## config.mk

```make
export PLATFORM = sky130hd
export DESIGN_NAME = tcgr_raster
export DESIGN_NICKNAME = d
export VERILOG_FILES = /design/src/rtl/tcgr_pkg.sv /design/src/rtl/tcgr_raster.sv
export SDC_FILE = /design/constraint.sdc
export NUM_CORES = 1
export LEC_CHECK = 0
export ABC_AREA = 0
export BUFFER_PORTS_ARGS = -buffer_cell sky130_fd_sc_hd__buf_2
export CORE_MARGIN = 3
export CORE_UTILIZATION = 55
export DETAILED_ROUTE_END_ITERATION = 10
export GPL_TIMING_DRIVEN = 0
export PLACE_DENSITY_LB_ADDON = 0.3
export SETUP_SLACK_MARGIN = 0.05
export SLEW_MARGIN = 20
export SYNTH_ARGS = -nofsm -noshare
export SYNTH_HDL_FRONTEND = slang
export SYNTH_SLANG_ARGS = --single-unit
```

## constraint.sdc

```tcl
create_clock -name clk_i -period 8.4 [get_ports clk_i]
set_clock_uncertainty 0.15 [all_clocks]
set_input_delay 0 -clock clk_i [delete_from_list [all_inputs] [get_ports clk_i]]
set_output_delay 0 -clock clk_i [all_outputs]
set_load 0.01 [all_outputs]
```

## src/rtl/tcgr_pkg.sv

```systemverilog
// ----------------------------------------------------------------------------
// tcgr_pkg
// Shared types and constants for the text console glyph renderer.
// ----------------------------------------------------------------------------
package tcgr_pkg;

  // Fixed field widths
  localparam int unsigned KIND_W   = 2;
  localparam int unsigned CHAR_W   = 8;
  localparam int unsigned CUR_W    = 10;
  localparam int unsigned FADDR_W  = 11;
  localparam int unsigned FBYTE_W  = 8;
  localparam int unsigned FB_W     = 12;
  localparam int unsigned IDX_W    = 24;
  localparam int unsigned COLOR_W  = 32;
  localparam int unsigned EVENT_W  = 2;
  localparam int unsigned CFG_IDX_W = 3;
  localparam int unsigned CFG_DATA_W = 32;
  localparam int unsigned IN_DATA_W  = 48;
  localparam int unsigned OUT_DATA_W = 56;

  // Control characters
  localparam logic [CHAR_W-1:0] CHAR_CR = 8'd13;
  localparam logic [CHAR_W-1:0] CHAR_LF = 8'd10;

  // Register reset values
  localparam logic [FB_W-1:0]    RST_FB_WIDTH  = 12'd320;
  localparam logic [FB_W-1:0]    RST_FB_HEIGHT = 12'd480;
  localparam logic [CUR_W-1:0]   RST_TEXT_COLS = 10'd53;
  localparam logic [CUR_W-1:0]   RST_TEXT_ROWS = 10'd48;
  localparam logic [COLOR_W-1:0] RST_FG_COLOR  = 32'hFFFF_FFFF;
  localparam logic [COLOR_W-1:0] RST_BG_COLOR  = 32'h0000_0000;

  typedef enum logic [KIND_W-1:0] {
    KIND_CHAR   = 2'd0,
    KIND_CURSOR = 2'd1,
    KIND_CLEAR  = 2'd2,
    KIND_FONT   = 2'd3
  } kind_e;

  typedef enum logic [EVENT_W-1:0] {
    EV_PIXEL  = 2'd0,
    EV_SCROLL = 2'd1,
    EV_CLEAR  = 2'd2
  } event_e;

  typedef enum logic [CFG_IDX_W-1:0] {
    CFG_ENABLE    = 3'd0,
    CFG_FB_WIDTH  = 3'd1,
    CFG_FB_HEIGHT = 3'd2,
    CFG_TEXT_COLS = 3'd3,
    CFG_TEXT_ROWS = 3'd4,
    CFG_FG_COLOR  = 3'd5,
    CFG_BG_COLOR  = 3'd6
  } cfg_idx_e;

  typedef enum logic [1:0] {
    ST_IDLE = 2'd0,
    ST_CHAR = 2'd1,
    ST_EVT  = 2'd2
  } ctrl_state_e;

  typedef enum logic [1:0] {
    RS_IDLE = 2'd0,
    RS_BASE = 2'd1,
    RS_RUN  = 2'd2
  } raster_phase_e;

  // Raster walker status towards the controller
  typedef struct packed {
    logic             busy;
    logic             valid;
    logic             last;
    logic             oob;
    logic [2:0]       bit_sel;
    logic [IDX_W-1:0] pix_index;
  } raster_pix_t;

endpackage

```

## src/rtl/tcgr_raster.sv

```systemverilog
// ----------------------------------------------------------------------------
// tcgr_raster
// Walks the pixels of one glyph cell: glyph bit address and pixel index.
// ----------------------------------------------------------------------------
module tcgr_raster #(
  parameter int unsigned GLYPH_W     = 6,
  parameter int unsigned GLYPH_H     = 10,
  parameter int unsigned GLYPH_COUNT = 256
) (
  input  logic                                  clk_i,
  input  logic                                  rst_ni,
  input  logic                                  start_i,
  input  logic [tcgr_pkg::CHAR_W-1:0]           ch_i,
  input  logic [tcgr_pkg::CUR_W-1:0]            col_i,
  input  logic [tcgr_pkg::CUR_W-1:0]            row_i,
  input  logic [tcgr_pkg::FB_W-1:0]             fb_width_i,
  input  logic                                  adv_i,
  output logic [((((GLYPH_COUNT*GLYPH_W*GLYPH_H)+7)/8) > 1 ?
                 $clog2(((GLYPH_COUNT*GLYPH_W*GLYPH_H)+7)/8) : 1)-1:0] rd_addr_o,
  output tcgr_pkg::raster_pix_t                 pix_o
);

  localparam int unsigned WH          = GLYPH_W * GLYPH_H;
  localparam int unsigned BIT_W       = $clog2(256 * WH);
  localparam int unsigned BYTE_W      = BIT_W - 3;
  localparam int unsigned STORE_BYTES = (GLYPH_COUNT * WH + 7) / 8;
  localparam int unsigned ADDR_W      = (STORE_BYTES > 1) ? $clog2(STORE_BYTES) : 1;
  localparam int unsigned SX_W        = (GLYPH_W > 1) ? $clog2(GLYPH_W) : 1;
  localparam int unsigned SY_W        = (GLYPH_H > 1) ? $clog2(GLYPH_H) : 1;
  localparam int unsigned BY_W        = tcgr_pkg::CUR_W + $clog2(GLYPH_H);
  localparam int unsigned BX_W        = tcgr_pkg::CUR_W + $clog2(GLYPH_W);
  localparam int unsigned PROD_W      = BY_W + tcgr_pkg::FB_W;
  localparam int unsigned IDX_W       = tcgr_pkg::IDX_W;

  tcgr_pkg::raster_phase_e phase_q, phase_d;
  logic [BIT_W-1:0]  bit_q, bit_d;
  logic [SX_W-1:0]   sx_q, sx_d;
  logic [SY_W-1:0]   sy_q, sy_d;
  logic [BY_W-1:0]   by_q, by_d;
  logic [BX_W-1:0]   bx_q, bx_d;
  logic [IDX_W-1:0]  line_q, line_d;
  logic [IDX_W-1:0]  pix_q, pix_d;

  logic [PROD_W-1:0] by_ext, fbw_ext, base_prod;
  logic [IDX_W-1:0]  base_idx, next_line;
  logic [BYTE_W-1:0] byte_addr;
  logic              row_end, cell_end;

  assign by_ext    = PROD_W'(by_q);
  assign fbw_ext   = PROD_W'(fb_width_i);
  assign base_prod = by_ext * fbw_ext;
  assign base_idx  = IDX_W'(base_prod) + IDX_W'(bx_q);
  assign next_line = line_q + IDX_W'(fb_width_i);

  assign byte_addr = bit_q[BIT_W-1:3];
  assign row_end   = (sx_q == SX_W'(GLYPH_W - 1));
  assign cell_end  = row_end && (sy_q == SY_W'(GLYPH_H - 1));

  always_comb begin
    phase_d = phase_q;
    bit_d   = bit_q;
    sx_d    = sx_q;
    sy_d    = sy_q;
    by_d    = by_q;
    bx_d    = bx_q;
    line_d  = line_q;
    pix_d   = pix_q;
    case (phase_q)
      tcgr_pkg::RS_IDLE: begin
        if (start_i) begin
          by_d    = BY_W'(row_i * GLYPH_H);
          bx_d    = BX_W'(col_i * GLYPH_W);
          bit_d   = BIT_W'(ch_i * WH);
          sx_d    = '0;
          sy_d    = '0;
          phase_d = tcgr_pkg::RS_BASE;
        end
      end
      tcgr_pkg::RS_BASE: begin
        line_d  = base_idx;
        pix_d   = base_idx;
        phase_d = tcgr_pkg::RS_RUN;
      end
      tcgr_pkg::RS_RUN: begin
        if (adv_i) begin
          bit_d = bit_q + BIT_W'(1);
          if (row_end) begin
            // next glyph line: step down one framebuffer row
            sx_d   = '0;
            sy_d   = sy_q + SY_W'(1);
            line_d = next_line;
            pix_d  = next_line;
          end else begin
            sx_d  = sx_q + SX_W'(1);
            pix_d = pix_q + IDX_W'(1);
          end
          if (cell_end) begin
            phase_d = tcgr_pkg::RS_IDLE;
          end
        end
      end
      default: phase_d = tcgr_pkg::RS_IDLE;
    endcase
  end

  always_ff @(posedge clk_i or negedge rst_ni) begin
    if (!rst_ni) begin
      phase_q <= tcgr_pkg::RS_IDLE;
    end else begin
      phase_q <= phase_d;
    end
  end

  always_ff @(posedge clk_i) begin
    bit_q  <= bit_d;
    sx_q   <= sx_d;
    sy_q   <= sy_d;
    by_q   <= by_d;
    bx_q   <= bx_d;
    line_q <= line_d;
    pix_q  <= pix_d;
  end

  assign rd_addr_o       = ADDR_W'(byte_addr);
  assign pix_o.busy      = (phase_q != tcgr_pkg::RS_IDLE);
  assign pix_o.valid     = (phase_q == tcgr_pkg::RS_RUN);
  assign pix_o.last      = cell_end;
  assign pix_o.oob       = (32'(byte_addr) >= 32'(STORE_BYTES));
  assign pix_o.bit_sel   = bit_q[2:0];
  assign pix_o.pix_index = pix_q;

endmodule
```

==> flow_summary.yaml <==
status:
  status: "completed"
clock_tree:
  cts_setup_buffers: 0
  cts_buffer_depth: 2
  cts_buffers: 9
  htreeDepth: 3
  cts_root_buf: "clkbuf_16"
  ctsHoldBuffers: 22
  worst_skew_pair.late_latency_ns: 0.36
  path_clk_slew_ns: 0.08
  tritoncts: "done"
  clkSinkCount: 96
  cts-resized-gates: 0
placement:
  portBuffers: 85
  post-place-ws_ns: 1.606
  routabilityCongestion: 0.9071
  dp_hpwl_mm: 24.89
synth:
  synthCells: 1341
  yosysMostFrequentCell: "inv_1"
  ys_seq_elements: 96
  synth_common_cells: "inv_1 (178), nand2_1 (172), fa_1 (126), ha_1 (126), edfxtp_1 (94)"
  synth_edf_count: 94
  syn_area_mm2: 0.01246
  synth_cell_types: 68
  yosysWarnings: 0
  yosysSeqAreaShare: 0.2305
  synthFlopType: "edfxtp_1"
  synthArstFlopShare: 0.02083
  syn_avg_cell_area_um2: 9.294
  synth_top_area_share: 0.2265
  syn-num-nets: 1637
  yosysTopAreaCell: "edfxtp_1"
  yosys-top-cells-area: "edfxtp_1 (23%), fa_1 (20%), ha_1 (13%)"
sta:
  worst_pin_slew_ns: 0.7528
  hold_viol_final: 0
  finalCriticalPeriod_ns: 6.823
  fin_tns_setup_ns: 0
  postLayoutSetupSlackWorst_ns: 1.577
  maxSlewHeadroom: 0.4981
  rsz0062_at_grt: "false"
  fmax_ghz: 0.1466
  drv_slew: 0
  fin_crit_sh: 0.8123
  setup_violations: 0
global_routing:
  grt_use_total: 0.2592
  grt_pass1_wl_mm: 50.57
  antenna_found_initial: 0
  grt_max_degree: 26
  grt_overflow: 0
  grt_pass1_vias: 10080
detailed_routing:
  drc_errors: 0
  vias: 10020
  drt_wl_total_mm: 30.84
  wire_per_inst_um: 17.66
  drtIter0Drc: 735
  firstDrtPassIters: 5
  final_antenna_net_count: 0
  vias_per_cell: 5.739
die:
  core_mm2: 0.02203
  die_area_mm2: 0.02450
  std_cell_rows: 54
  io_pins: 86
  start_util: 0.5658
  die-height_um: 156.5
  die_x_um: 156.5
worst_setup_path:
  cp-start-kind: "flip-flop"
  slowest_delay_ns: 0.53
  crit_type: "flip-flop to flip-flop"
  path_cells: "clkbuf_1, nand2_1, fa_1, fa_1, inv_1, ha_1, fa_1, inv_1, fa_1, inv_1, ha_1, o211ai_1, o21ai_0, a21oi_1, xnor2_1, ha_1, o21a_1, o21ai_0, mux2i_1, nand3_1, nor3_1, a311o_1, o211ai_1"
  crit_arrival_ns: 6.75
  cp.required_ns: 8.33
  cp_common_cell: "fa_1"
  cp_slowest_cell: "fa_1"
  reg2reg_depth: 23
  critPathMaxFanout: 10
  cp-end-kind: "flip-flop"
cells_and_area:
  final_nets: 1757
  antenna_cells: 0
  drive_above_1_share: 0.08595
  area_delta_synth_final_pct: 11.02
hold_path:
  hold_path.class: "primary input to flip-flop"
  min_path_cells: 4
job:
  maxCapViolations: 0
[layout make-up]
type,instances,area [um^2]
Multi-Input combinational cell,1021,8761
Fill cell,1857,8189
Sequential cell,96,2873
Timing Repair Buffer,109,684.4
Inverter,178,668.1
Tap cell,280,350.3
Clock buffer,9,225.2
Buffer,46,186.4
Clock inverter,7,88.84
[path summary, 6_finish.rpt]
kind                          start          to  slack [ns]
setup / recovery            by_q[3]  line_q[23]        1.58
hold / removal             col_i[9]    bx_q[11]       0.005
setup reg to reg            by_q[3]  line_q[23]        1.58
hold reg to reg             sx_q[0]     sx_q[0]        0.47
max in group asynchronous    rst_ni  phase_q[1]        7.64
min in group asynchronous    rst_ni  phase_q[0]        0.34
[sequential cells by signal, indices dropped and copies added, names as in the netlist]
name     cells
sy_q         4
sx_q         3
phase_q      2
bx_q        12
by_q        13
line_q      24
bit_q       14
pix_q       24
[worst max-delay path, delay by kind of cell (launching register included)]
kind / cells / cell delay (ns)
flops: 1 / 0.37
compound gates: 7 / 1.20
simple gates: 3 / 0.63
buf+inv: 4 / 0.60
fa+ha+maj: 7 / 3.10
xor+xnor: 1 / 0.14
mux: 1 / 0.34
[layout by cell type, fill, tap and decap left out, types with 8 or more instances in the layout]
cell type	instances
a211oi_1	16
a21o_1	21
a21oi_1	58
and2_1	63
and3_1	14
and4_1	9
buf_2	86
clkbuf_1	38
clkbuf_16	9
dlygate4sd3_1	22
edfxtp_1	94
fa_1	126
ha_1	126
inv_1	178
nand2_1	171
nand2b_1	8
nand3_1	29
nand4_1	13
nor2_1	58
nor3_1	12
o211ai_1	14
o21a_1	8
o21ai_0	60
o21bai_1	17
xnor2_1	75
xor2_1	37
[metal layers]
| metal | routed length, um | vias to the layer above | global-route usage | part of all wire |
|---|---|---|---|---|
| met5 | 0 | - | 0 | 0 |
| met4 | 863 | 0 | 0.07962 | 0.028 |
| met3 | 2545 | 61 | 0.04978 | 0.083 |
| met2 | 14160 | 406 | 0.4170 | 0.46 |
| met1 | 13270 | 4798 | 0.3584 | 0.43 |
| li1 | - | 4755 | - | - |
[per-stage QoR]
stage	util	hold slack [ns]	area, um^2	instances
detailed placement	0.6038	-0.3628	13300	1708
finish	0.6282	0.004572	13840	1746
global placement	0.6011	-0.3644	13240	1706
global route	0.6282	0.04553	13840	1746
floorplan	-	-0.4456	12460	1341
CTS	0.6281	0.001013	13830	1746
[kinds of logic (layout without fill, tap and decap cells)]
group                    Yosys count  count (layout)  synth area share
AND/OR/NAND/NOR                  408             408            0.1599
adder cells (fa/ha/maj)          252             252            0.3289
AO/OA/AOI/OAI                    245             245            0.1300
buffers and inverters            224             349           0.06857
XOR/XNOR                         112             112           0.07871
flip-flops                        96              96            0.2305
multiplexers                       4               4          0.003413
Power is not shown: default switching activity piles up to over one toggle a cycle in this logic, so the estimate is an artifact.
